[src/hdl/mgrt_pkg.sv]
// ----------------------------------------------------------------------------
// mgrt_pkg
// Shared types and constants for the min gap and range tracker.
// ----------------------------------------------------------------------------
package mgrt_pkg;

    localparam int VALUE_W     = 32;
    localparam int CAP_W       = 11;
    localparam int COUNT_OUT_W = 11;
    localparam int GAP_W       = 33;
    localparam int SPAN_W      = 32;

    // flips the sign bit so unsigned compares follow signed order
    localparam logic [VALUE_W-1:0] SIGN_BIAS = 32'h8000_0000;

    typedef enum logic [2:0] {
        S_IDLE,
        S_SCAN,
        S_DRAIN,
        S_COMMIT,
        S_OUT
    } t_state;

    // controller -> datapath
    typedef struct packed {
        logic take_in;   // input transfer this cycle
        logic cfg_we;    // capacity write
        logic rd_en;     // read next stored entry
        logic commit;    // store value, update count/min/max
        logic load_out;  // load output register
    } t_ctrl_cmd;

    // datapath -> controller
    typedef struct packed {
        logic full;       // count has reached the effective capacity
        logic count_zero; // nothing stored yet
        logic scan_last;  // current read index is the last stored entry
        logic busy;       // distance pipeline still holds data
        logic out_free;   // output register can take a new result
    } t_dp_sts;

endpackage

[src/hdl/mgrt_ctrl.sv]
// ----------------------------------------------------------------------------
// mgrt_ctrl
// Sequencer: accept, scan the store, drain, commit, hand over the result.
// ----------------------------------------------------------------------------
module mgrt_ctrl (
    input  logic                i_clk,
    input  logic                i_rst_n,
    input  logic                i_in_valid,
    input  logic                i_cfg_valid,
    input  mgrt_pkg::t_dp_sts   i_sts,
    output mgrt_pkg::t_ctrl_cmd o_cmd,
    output logic                o_in_stall,
    output logic                o_cfg_ready
);

    mgrt_pkg::t_state r_state;
    mgrt_pkg::t_state n_state;

    always_ff @(posedge i_clk) begin
        if (!i_rst_n) begin
            r_state <= mgrt_pkg::S_IDLE;
        end else begin
            r_state <= n_state;
        end
    end

    always_comb begin
        n_state     = r_state;
        o_cmd       = '0;
        o_in_stall  = 1'b1;
        o_cfg_ready = 1'b0;
        case (r_state)
            mgrt_pkg::S_IDLE: begin
                o_in_stall   = 1'b0;
                o_cfg_ready  = 1'b1;
                o_cmd.cfg_we = i_cfg_valid;
                if (i_in_valid) begin
                    o_cmd.take_in = 1'b1;
                    if (i_sts.full) begin
                        n_state = mgrt_pkg::S_OUT;
                    end else if (i_sts.count_zero) begin
                        n_state = mgrt_pkg::S_COMMIT;
                    end else begin
                        n_state = mgrt_pkg::S_SCAN;
                    end
                end
            end
            mgrt_pkg::S_SCAN: begin
                o_cmd.rd_en = 1'b1;
                if (i_sts.scan_last) begin
                    n_state = mgrt_pkg::S_DRAIN;
                end
            end
            mgrt_pkg::S_DRAIN: begin
                if (!i_sts.busy) begin
                    n_state = mgrt_pkg::S_COMMIT;
                end
            end
            mgrt_pkg::S_COMMIT: begin
                o_cmd.commit = 1'b1;
                n_state      = mgrt_pkg::S_OUT;
            end
            mgrt_pkg::S_OUT: begin
                if (i_sts.out_free) begin
                    o_cmd.load_out = 1'b1;
                    n_state        = mgrt_pkg::S_IDLE;
                end
            end
            default: begin
                n_state = mgrt_pkg::S_IDLE;
            end
        endcase
    end

    // store must only be written once every pending distance has been folded in
    a_commit_after_drain: assert property (@(posedge i_clk) disable iff (!i_rst_n)
        (r_state == mgrt_pkg::S_COMMIT) |-> !i_sts.busy)
        else $error("commit while distance pipeline busy");

    // a scan is never started on an empty store
    a_scan_nonempty: assert property (@(posedge i_clk) disable iff (!i_rst_n)
        (r_state == mgrt_pkg::S_SCAN) |-> !i_sts.count_zero)
        else $error("scan with empty store");

endmodule

[config.mk]
export PLATFORM = sky130hd
export DESIGN_NAME = mgrt_ctrl
export DESIGN_NICKNAME = d
export VERILOG_FILES = /design/src/hdl/mgrt_pkg.sv /design/src/hdl/mgrt_ctrl.sv
export SDC_FILE = /design/constraint.sdc
export NUM_CORES = 1
export LEC_CHECK = 0
export ABC_AREA = 0
export BUFFER_PORTS_ARGS = -buffer_cell sky130_fd_sc_hd__buf_2
export CAP_MARGIN = 40
export CELL_PAD_IN_SITES_DETAIL_PLACEMENT = 0
export CELL_PAD_IN_SITES_GLOBAL_PLACEMENT = 1
export CORE_AREA = 2 2 39 41
export CTS_CLUSTER_SIZE = 40
export DETAILED_ROUTE_END_ITERATION = 12
export DIE_AREA = 0 0 41 43
export GPL_TIMING_DRIVEN = 0
export PLACE_DENSITY_LB_ADDON = 0.25
export SYNTH_ARGS = -nofsm -noshare
export SYNTH_HDL_FRONTEND = slang
export SYNTH_SLANG_ARGS = --single-unit
export TNS_END_PERCENT = 1
[constraint.sdc]
create_clock -name i_clk -period 1.3 [get_ports i_clk]
set_input_delay 0 -clock i_clk [delete_from_list [all_inputs] [get_ports i_clk]]
set_output_delay 0 -clock i_clk [all_outputs]
set_load 0.02 [all_outputs]
# [Word level (Yosys, flattened, before mapping)]
# Cells that the tools add are included.
[totals] wordCells=26 output_inout_bits=7 reg_bits=3 input_bits=9
[classes] eq_ne=8 n_mux=15 reduce_logical=2
[op_table] cell="$mux W3" count=5
[op_table] cell="$pmux W3 S5" count=1
[op_table] cell="$ne A2 B2 Y1 const B" count=4
[op_table] cell="$mux W1" count=7
[op_table] cell="$eq A3 B2 Y1 const B" count=2
[op_table] cell="$mux W2" count=2
[op_table] cell="$reduce_and A4 Y1" count=1
[op_table] cell="$eq A3 B1 Y1 const B" count=1
[op_table] cell="$eq A3 B3 Y1 const B" count=1
[op_table] cell="$logic_not A3 Y1" count=1

# [Logic depth before layout (Yosys ltp)]
# Gate-level depths: netlist of run 1.
[depth] word_depth=4 mapped_depth=4 depth_no_buf=3

# [Worst setup path before layout of run 1]
# Ideal clock, no wire load.
[synth_path] kind="reg2out" from="reg r_state[0]" to="out o_cmd[3] in the netlist's numbering" arrival_ns=1.386 t_required_ns=1.300 path_buffers=1 path_slack_ns=-0.086 stages_incl_launch_ff=4 cell_sequence="dfxtp_1 -> clkbuf_2 -> nor3_1 -> and2_1"
[synth_lines] element="start, declared" line="mgrt_ctrl.sv:16" text="mgrt_pkg::t_state r_state;"
[synth_lines] element="start signal, assigned" line="mgrt_ctrl.sv:21" text="r_state <= mgrt_pkg::S_IDLE;"
[synth_lines] element="start signal, assigned" line="mgrt_ctrl.sv:23" text="r_state <= n_state;"
[synth_lines] element="end, declared" line="mgrt_ctrl.sv:11" text="output mgrt_pkg::t_ctrl_cmd o_cmd,"

# [Worst setup path after layout of run 1]
[layout_path] from="reg r_state[1]" to="reg r_state[2]"
[layout_via] elab_chain_cells=3 elab_cells_between_ends=11
[layout_lines] element="$eq A3 B1 Y1 (tied with other cells)" line="mgrt_ctrl.sv:32" text="case (r_state)"
[layout_lines] element="$ne A2 B2 Y1 (no source line)"
[layout_lines] element="$reduce_and A4 Y1 (no source line)"
# Parallel ways exist; a longest one is shown, timed or not.
# A chain may end at the register's enable or synchronous reset.

==> results of run 1 <==
==> layout by cell type (no fill, tap or decap) <==
cell / n
a21oi_1: 2
a221oi_1: 1
and2_1: 2
and3_1: 1
and4b_1: 1
buf_2: 15
clkbuf_1: 1
clkbuf_2: 1
clkbuf_4: 3
dfxtp_1: 3
inv_1: 1
nand2_1: 1
nand2b_1: 2
nand3b_1: 2
nor2_1: 2
nor2_2: 1
nor3_4: 1
nor3b_1: 2
nor4b_1: 1
o31a_1: 1
==> power by group <==
part,internal [mW],switching (mW)
clock network,0.115,0.0498
registers,0.102,0.0155
logic,0.0635,0.0825
==> layout make-up <==
class / instances / share of cell area
plain buffers: 1 / 0.0151
repair buffers: 15 / 0.226
clock buffers: 4 / 0.0792
inverters: 1 / 0.0113
well taps: 16 / 0.0604
multi-input cells: 20 / 0.426
flip-flops and latches: 3 / 0.181
==> per-stage QoR <==
stage	power (mW)	utilization	setup WS [ps]	std cells
after floorplan	0.210	-	150	25
after global placement	0.262	0.216	129	56
after detailed placement	0.260	0.216	150	56
after CTS	0.432	0.235	47.6	60
after global routing	0.472	0.240	21.6	60
final	0.429	0.240	108	60
==> repair_timing <==
action	4_1_cts	5_1_grt
gates resized for setup	0	1
endpoints found under the hold margin	0	0
setup endpoints to repair	0	2
hold buffers	0	0
==> final timing paths <==
path                      startpoint                 endpoint  slack [ps]  cells past startpoint
min reg2reg  r_state[0]$_SDFFE_PN0P_  r_state[1]$_SDFFE_PN0P_         660                      2
min                          i_rst_n  r_state[2]$_SDFFE_PN0P_          10                      2
max          r_state[1]$_SDFFE_PN0P_  r_state[2]$_SDFFE_PN0P_         110                      3
max reg2reg  r_state[1]$_SDFFE_PN0P_  r_state[2]$_SDFFE_PN0P_         110                      3
==> cells by family (layout without fill, tap and decap cells) <==
kind of cell           after synthesis  in the layout  synth area share
AO/OA/AOI/OAI                        4              4             0.138
buffers and inverters                2             21            0.0440
AND/OR/NAND/NOR                     16             16             0.516
flip-flops                           3              3             0.302
==> per-layer routing <==
metal,share of wire,track usage,vias up
met5,0,0,-
li1,-,-,128
met2,0.49,0.0938,9
met1,0.41,0.0895,103
met4,0,0.0800,0
met3,0.098,0.0471,0
==> summary.md, run 1 <==
| Metric | Value |
|---|---|
| Status | `complete, no violations` |
| Routability cong. | `0.615` |
| Largest regs | `r_state (3)` |
| # clock sinks | `3` |
| Postcts setup bufs | `0` |
| Num CTS Buffers | `3` |
| Largest net degree at the start of global routing | `9` |
| FP Rows | `14` |
| P per Cell Area | `1290 nW/um^2` |
| Setup skew after layout | `3.39 ps` |
| Initial Util | `0.144` |
| Minimum hold slack | `10.0 ps` |
| Top FF cell, synth | `dfxtp_1` |
| Hold Fails Final Rpt | `0` |
| Total Routing Usage GR | `0.0792` |
| Cell Area, Placed | `299 sq um` |
| Max Cap Viol | `0` |
| Slowest Stage Delay on Critical Path | `510 ps` |
| Initial antenna violation count | `0` |
| Worst EP arrival | `1310 ps` |
| Peak supply drop | `0.000373 V` |
| Largest Register | `r_state` |
| Rel. slew slack | `0.777` |
| DRT iter0 DRCs | `2` |
| Multi-input gate area in the final layout | `141 sq um` |
| Final ANT Viol Nets | `0` |
| IO Pins | `16` |
| Synth unique cells | `17` |
| Fillers | `162` |
| Later-pin clock latency in the skew report | `230 ps` |
| Setup-failing EPs final | `0` |
| Worst Tran Pin Value | `334 ps` |
| Buf+Inv Stages, Crit Path | `0` |
| Worst Path Required | `1420 ps` |
| Vias in the first global route | `218` |
| Aggregate global routing overflow | `0` |
| Instance count of the mapped netlist | `25` |
| Register area share after synthesis | `0.302` |
| Leak Pwr | `0.166 nW` |
| CTS max path bufs | `2` |
| Die ar. | `1760 sq um` |
| Max reg flops | `3` |
| Register area | `60.1 sq um` |
| Critical Path Start Type | `register` |
| Slowest-stage cell, CP | `dfxtp_1` |
| Crit. End Element | `register` |
| Finished Cell Area | `332 sq um` |
| CP top delay family | `flip-flops` |
| Mapped Area | `199 sq um` |
| Synth Net Count | `34` |
| HP Class | `in -> reg` |
| Post-synth EDFFs | `0` |
| CP cell instances | `nor2_2 -> and4b_1 -> o31a_1` |
| Minimum clock period after layout | `1190 ps` |
| Crit Path Class | `reg -> reg` |
| Synthesis warning total | `0` |
| Area Overhead vs Synth | `66.7%` |
| Routed wire length | `522 um` |
| Layout net count | `54` |
| Flops & latches, synth | `3` |
| Period utilization | `0.917` |
| Syn avg cell area | `7.96 sq um` |
| Clk pin slew, worst setup/hold paths | `40 ps` |
| Main area contributors after synthesis | `dfxtp_1 (30%), nand3b_1 (7.5%), nor3b_1 (7.5%), and2_1 (6.3%), nand2b_1 (6.3%)` |
| Core Region | `1380 sq um` |
| CTS tree | `yes` |
| Diodes inserted | `0` |
| DIE WIDTH | `41 um` |
| CTS Root Cell | `clkbuf_4` |
| DR vias/cell | `4.00` |
| Area leader, netlist | `dfxtp_1` |
| First-pass DRT Iterations | `2` |
| Max-slew violations | `0` |
| Most common cell in the netlist | `dfxtp_1` |
| H-tree Lvls | `1` |
| Global-route wire length before repair | `848 um` |
| Die height | `43 um` |
| Fin Setup TNS | `0 ps` |
| Max frequency | `0.839 GHz` |
| Remaining DRCs | `0` |
| Routed length per placed instance | `8.70 um` |
| Maximum fanout along the worst path | `8` |
| Layout cell share with drive strength beyond 1 | `0.477` |
| Area share of the largest cell type after synthesis | `0.302` |
| Vias | `240` |
| RSZ-0062 raised after global routing | `no` |
| I/O Buffers | `15` |
| Ys async rst share | `0` |
No activity file was read; power rests on OpenSTA's default activity.
==> run 2: changes to the inputs <==
--- a/config.mk
+++ b/config.mk
@@ -6,6 +6,7 @@
 export NUM_CORES = 1
 export LEC_CHECK = 0
 export ABC_AREA = 0
+export ABC_CLOCK_PERIOD_IN_PS = 1300
 export BUFFER_PORTS_ARGS = -buffer_cell sky130_fd_sc_hd__buf_2
 export CAP_MARGIN = 40
 export CELL_PAD_IN_SITES_DETAIL_PLACEMENT = 0
@@ -15,6 +16,7 @@
 export DETAILED_ROUTE_END_ITERATION = 12
 export DIE_AREA = 0 0 41 43
 export GPL_TIMING_DRIVEN = 0
+export MAX_ROUTING_LAYER = met4
 export PLACE_DENSITY_LB_ADDON = 0.25
 export SYNTH_ARGS = -nofsm -noshare
 export SYNTH_HDL_FRONTEND = slang
==> summary.md, run 2 (same netlist as run 1, synthesis figures left out) <==
| Metric | Value |
|---|---|
| Cell Area, Placed | `299 sq um (unchanged)` |
| Critical Path Start Type | `register (unchanged)` |
| Max frequency | `0.839 GHz (about the same)` |
| DRT iter0 DRCs | `2 (unchanged)` |
| Largest regs | `r_state (3) (unchanged)` |
| WHS Path Cells | `2 (unchanged)` |
| # clock sinks | `3 (unchanged)` |
| Area Overhead vs Synth | `66.7% (unchanged)` |
| Later-pin clock latency in the skew report | `230 ps (about the same)` |
| Maximum fanout along the worst path | `8 (unchanged)` |
| Slowest-stage cell, CP | `dfxtp_1 (unchanged)` |
| Slowest Stage Delay on Critical Path | `510 ps (about the same)` |
| Cell Count, Final, Fillers Out | `60 (unchanged)` |
| Multi-input gate area in the final layout | `141 sq um (unchanged)` |
| CTS tree | `yes (unchanged)` |
| P per Cell Area | `1290 nW/um^2 (about the same)` |
| First-pass DRT Iterations | `2 (unchanged)` |
| Aggregate global routing overflow | `0 (unchanged)` |
| Vias in the first global route | `219 (was 218)` |
| Global-route wire length before repair | `848 um (unchanged)` |
| I/O Buffers | `15 (unchanged)` |
| Worst Tran Pin Value | `334 ps (unchanged)` |
| Crit. End Element | `register (unchanged)` |
| Vias | `242 (was 240)` |
| Rel. slew slack | `0.777 (unchanged)` |
| Crit Path Class | `reg -> reg (unchanged)` |
| Leading cell types in the layout, fill and taps excluded | `buf_2 (15), clkbuf_4 (3), dfxtp_1 (3) (unchanged)` |
| Setup WS post-layout | `108 ps (about the same)` |
| Initial antenna violation count | `0 (unchanged)` |
| Total Routing Usage GR | `0.0811 (was 0.0792)` |
| Final ANT Viol Nets | `0 (unchanged)` |
| Largest net degree at the start of global routing | `9 (unchanged)` |
| Diodes inserted | `0 (unchanged)` |
| Postcts setup bufs | `0 (unchanged)` |
| CTS Root Cell | `clkbuf_4 (unchanged)` |
| R2R cell count | `3 (unchanged)` |
| Largest Register | `r_state (unchanged)` |
| Hold Buf Count CTS | `0 (unchanged)` |
| Worst EP arrival | `1310 ps (about the same)` |
| Worst Path Required | `1420 ps (about the same)` |
| Clk pin slew, worst setup/hold paths | `40 ps (about the same)` |
| Dpl cells | `56 (unchanged)` |
| DR vias/cell | `4.03 (was 4.00)` |
| Minimum clock period after layout | `1190 ps (about the same)` |
| Num CTS Buffers | `3 (unchanged)` |
| Period utilization | `0.917 (about the same)` |
| DIE WIDTH | `41 um (unchanged)` |
| CP cell instances | `nor2_2 -> and4b_1 -> o31a_1 (unchanged)` |
| Setup skew after layout | `3.39 ps (about the same)` |
| HP Class | `in -> reg (unchanged)` |
| Die height | `43 um (unchanged)` |
| Hold Fails Final Rpt | `0 (unchanged)` |
| Setup-failing EPs final | `0 (unchanged)` |
| Leak Pwr | `0.166 nW (unchanged)` |
| Routed wire length | `525 um (was 522 um)` |
| Die ar. | `1760 sq um (unchanged)` |
| FP Rows | `14 (unchanged)` |
| Pre-CTS setup slack | `150 ps (unchanged)` |
| Max reg flops | `3 (unchanged)` |
| Peak supply drop | `0.000373 V (about the same)` |
| Fin Setup TNS | `0 ps (unchanged)` |
| Max-slew violations | `0 (unchanged)` |
| RSZ-0062 raised after global routing | `no (unchanged)` |
| Initial Util | `0.144 (unchanged)` |
| Layout net count | `54 (unchanged)` |
| CTS max path bufs | `2 (unchanged)` |
| Layout cell share with drive strength beyond 1 | `0.477 (unchanged)` |
| Routed length per placed instance | `8.75 um (was 8.70 um)` |
| Max Cap Viol | `0 (unchanged)` |
| Status | `complete, no violations (unchanged)` |
| Remaining DRCs | `0 (unchanged)` |
| IO Pins | `16 (unchanged)` |
| Register area | `60.1 sq um (unchanged)` |
| Core Region | `1380 sq um (unchanged)` |
| H-tree Lvls | `1 (unchanged)` |
| Commonest non-fill, non-tap cell in the layout | `buf_2 (unchanged)` |
| Finished Cell Area | `332 sq um (unchanged)` |
| Routability cong. | `0.620 (was 0.615)` |
| Fillers | `162 (unchanged)` |
run 2: per-stage QoR:
stage | utilization | hold WS [ps] | total power, mW
floorplan | - | 128 | 0.210
global placement | 0.216 | 248 | 0.262
detailed placement | 0.216 | 251 | 0.260
CTS | 0.235 | 2.92 | 0.432
global route | 0.240 | 5.73 | 0.472
finish | 0.240 | 9.97 | 0.429
run 2: what timing repair did:
| item | in CTS | in global routing |
|---|---|---|
| endpoints found under the hold margin | 0 | 0 |
| endpoints found under the setup margin | 0 | 2 |
| resized for setup | 0 | 1 |
run 2: area by class of cell:
cell class | instances | share of cell area
well taps | 16 | 0.0604
repair buffers | 15 | 0.226
multi-input cells | 20 | 0.426
plain buffers | 1 | 0.0151
inverters | 1 | 0.0113
clock buffers | 4 | 0.0792
flip-flops and latches | 3 | 0.181
run 2: metal layers:
| layer | up-vias | global-route usage | part of all wire |
|---|---|---|---|
| met5 | - | - | 0 |
| met4 | 0 | 0.0800 | 0.0076 |
| met3 | 2 | 0.0471 | 0.097 |
| met2 | 9 | 0.0938 | 0.47 |
| met1 | 102 | 0.0895 | 0.42 |
| li1 | 129 | - | - |
run 2: power by group:
group | leakage, nW | switching [mW] | internal, mW
logic | 0.126 | 0.0826 | 0.0635
registers | 0.0246 | 0.0155 | 0.102
clock network | 0.0150 | 0.0499 | 0.115
total | 0.166 | 0.148 | 0.281
run 2: critical path, delay by kind of cell, from the launching register on:
family	cells	cell delay, ps
AOI/OAI and AO/OA	1	270
DFF	1	510
and+or+nand+nor	2	310
run 2: path summary, 6_finish.rpt:
kind                                 from                      end  slack [ps]
setup reg to reg  r_state[1]$_SDFFE_PN0P_  r_state[2]$_SDFFE_PN0P_         110
hold / removal                    i_rst_n  r_state[2]$_SDFFE_PN0P_          10
hold reg to reg   r_state[0]$_SDFFE_PN0P_  r_state[1]$_SDFFE_PN0P_         660
setup / recovery  r_state[1]$_SDFFE_PN0P_  r_state[2]$_SDFFE_PN0P_         110
==> run 3: changes to the inputs <==
==> constraint.sdc (replaced) <==
create_clock -name i_clk -period 1.3 [get_ports i_clk]
set_input_delay 0.13 -clock i_clk [delete_from_list [all_inputs] [get_ports i_clk]]
set_output_delay 0.13 -clock i_clk [all_outputs]
set_load 0.02 [all_outputs]
==> summary.md, run 3 (same netlist as run 1, synthesis figures left out) <==
| Metric | Value |
|---|---|
| First-pass DRT Iterations | `2 (unchanged)` |
| Clk pin slew, worst setup/hold paths | `40 ps (about the same)` |
| Sw Ratio | `0.336 (was 0.345)` |
| Largest regs | `r_state (3) (unchanged)` |
| Peak supply drop | `0.000405 V (was 0.000373 V)` |
| CTS tree | `yes (unchanged)` |
| Hold Fails Final Rpt | `0 (unchanged)` |
| Leak Pwr | `0.169 nW (was 0.166 nW)` |
| Routed wire length | `518 um (was 525 um)` |
| Largest Register | `r_state (unchanged)` |
| Die height | `43 um (unchanged)` |
| Worst flop-to-flop path startpoint | `r_state[1]$_SDFFE_PN0P_ (unchanged)` |
| GRT busiest layer | `met2 (unchanged)` |
| Crit. End Element | `output port (was register)` |
| Initial Util | `0.144 (unchanged)` |
| Worst Tran Pin Value | `249 ps (was 334 ps)` |
| Core Region | `1380 sq um (unchanged)` |
| Setup skew after layout | `5.74 ps (was 3.39 ps)` |
| DR vias/cell | `4.12 (was 4.03)` |
| Later-pin clock latency in the skew report | `230 ps (about the same)` |
| Commonest non-fill, non-tap cell in the layout | `buf_2 (unchanged)` |
| Pre-CTS setup slack | `150 ps (unchanged)` |
| Status | `complete, no violations (unchanged)` |
| DIE WIDTH | `41 um (unchanged)` |
| Worst EP arrival | `1090 ps (was 1310 ps)` |
| Initial antenna violation count | `0 (unchanged)` |
| Minimum hold slack | `138 ps (was 9.97 ps)` |
| Sw power | `150 uW (was 148 uW)` |
| DRT iter0 DRCs | `2 (unchanged)` |
| Layout net count | `53 (was 54)` |
| Global-route wire length before repair | `862 um (was 848 um)` |
| Dpl cells | `56 (unchanged)` |
| Crit path from | `r_state[0]$_SDFFE_PN0P_ (was r_state[1]$_SDFFE_PN0P_)` |
| Area Overhead vs Synth | `76.7% (was 66.7%)` |
| IO Pins | `16 (unchanged)` |
| Setup-failing EPs final | `0 (unchanged)` |
| Met2 Use GR | `0.0938 (unchanged)` |
| Met1 usage in global routing | `0.0929 (was 0.0895)` |
| Seq pwr share | `0.288 (was 0.275)` |
| Met3 usage | `0.0471 (unchanged)` |
| Hold Startpoint | `i_rst_n (unchanged)` |
| P per Cell Area | `1270 nW/um^2 (was 1290 nW/um^2)` |
| FP Rows | `14 (unchanged)` |
| Routed length per placed instance | `8.78 um (was 8.75 um)` |
| Die ar. | `1760 sq um (unchanged)` |
| Critical Path Start Type | `register (unchanged)` |
| Final ANT Viol Nets | `0 (unchanged)` |
| Hold Buf Count CTS | `0 (unchanged)` |
| Vias | `243 (was 242)` |
| Max Cap Viol | `0 (unchanged)` |
| Remaining DRCs | `0 (unchanged)` |
| Aggregate global routing overflow | `0 (unchanged)` |
| Clock power frac | `0.364 (was 0.385)` |
| Multi-input gate area in the final layout | `149 sq um (was 141 sq um)` |
| Fillers | `159 (was 162)` |
| Max reg flops | `3 (unchanged)` |
| Setup WS post-layout | `76.6 ps (was 108 ps)` |
| Diodes inserted | `0 (unchanged)` |
| HP Class | `in -> reg (unchanged)` |
| Cell Count, Final, Fillers Out | `59 (was 60)` |
| Worst Path Required | `1170 ps (was 1420 ps)` |
| RSZ-0062 raised after global routing | `yes (was no)` |
| Total Routing Usage GR | `0.0822 (was 0.0811)` |
| H-tree Lvls | `1 (unchanged)` |
| CTS Root Cell | `clkbuf_4 (unchanged)` |
| Comb power frac | `0.349 (was 0.341)` |
| Max frequency | `0.817 GHz (was 0.839 GHz)` |
| Maximum fanout along the worst path | `8 (unchanged)` |
| Routability cong. | `0.620 (unchanged)` |
| Int Pwr | `297 uW (was 281 uW)` |
| Max-slew violations | `0 (unchanged)` |
| Register area | `65.1 sq um (was 60.1 sq um)` |
| Num CTS Buffers | `3 (unchanged)` |
| Crit Path Class | `reg -> out (was reg -> reg)` |
| Largest net degree at the start of global routing | `9 (unchanged)` |
| Fin Setup TNS | `0 ps (unchanged)` |
| # clock sinks | `3 (unchanged)` |
| Rel. slew slack | `0.832 (was 0.777)` |
| Postcts setup bufs | `0 (unchanged)` |
| Leading cell types in the layout, fill and taps excluded | `buf_2 (13), clkbuf_4 (3) (was buf_2 (15), clkbuf_4 (3), dfxtp_1 (3))` |
| Layout cell share with drive strength beyond 1 | `0.535 (was 0.477)` |
| CTS max path bufs | `2 (unchanged)` |
| Minimum clock period after layout | `1220 ps (was 1190 ps)` |
| I/O Buffers | `15 (unchanged)` |
| Period utilization | `0.941 (was 0.917)` |
| Vias in the first global route | `220 (was 219)` |
[run 3: cell types whose count changed in the layout (fill, tap and decap cells not counted), sizes merged]
cell    before  now
clkbuf       5    4
[run 3: layout make-up]
cell class                 instances  area share
timing repair buffer              15       0.249
sequential                         3       0.185
inverter                           1      0.0107
tap                               16      0.0569
multi-input combinational         20       0.423
clock buffer                       4      0.0747
[run 3: per-layer routing]
layer  share of wire  vias up
met1            0.41      105
met3           0.095        2
met4          0.0077        0
li1                -      127
met2            0.49        9
met5               0        -
[run 3: repair_timing]
action	in CTS	in global routing
endpoints found under the setup margin	3	6
resized for setup	1	9
pin swaps	1	3
endpoints found under the hold margin	0	0
[run 3: critical path, stage by stage, from the launching register on]
cell and delay, ps:
dfxtp_4 370, nor3_4 220, and2_1 160, buf_6 110
[run 3: per-stage QoR]
step | util | power, mW | instance area, sq um
3_3_place_gp | 0.216 | 0.262 | 299
6_report | 0.254 | 0.447 | 352
2_1_floorplan | - | 0.210 | 204
3_5_place_dp | 0.216 | 0.260 | 299
5_1_grt | 0.254 | 0.492 | 352
4_1_cts | 0.240 | 0.439 | 332
[run 3: worst paths after layout]
check,endpoint,cells past startpoint,slack (ps)
hold reg to reg,r_state[1]$_SDFFE_PN0P_,1,540
setup reg to reg,r_state[2]$_SDFFE_PN0P_,3,240
setup / recovery,o_cmd[3],3,80
hold / removal,r_state[2]$_SDFFE_PN0P_,2,140
[run 3: power by group through the flow]
stage	combinational (mW)	sequential, mW	clock (mW)
after global routing	0.174	0.132	0.187
after CTS	0.148	0.118	0.173
final	0.156	0.129	0.163
after detailed placement	0.143	0.117	0
after floorplan	0.0964	0.114	0
after global placement	0.145	0.117	0
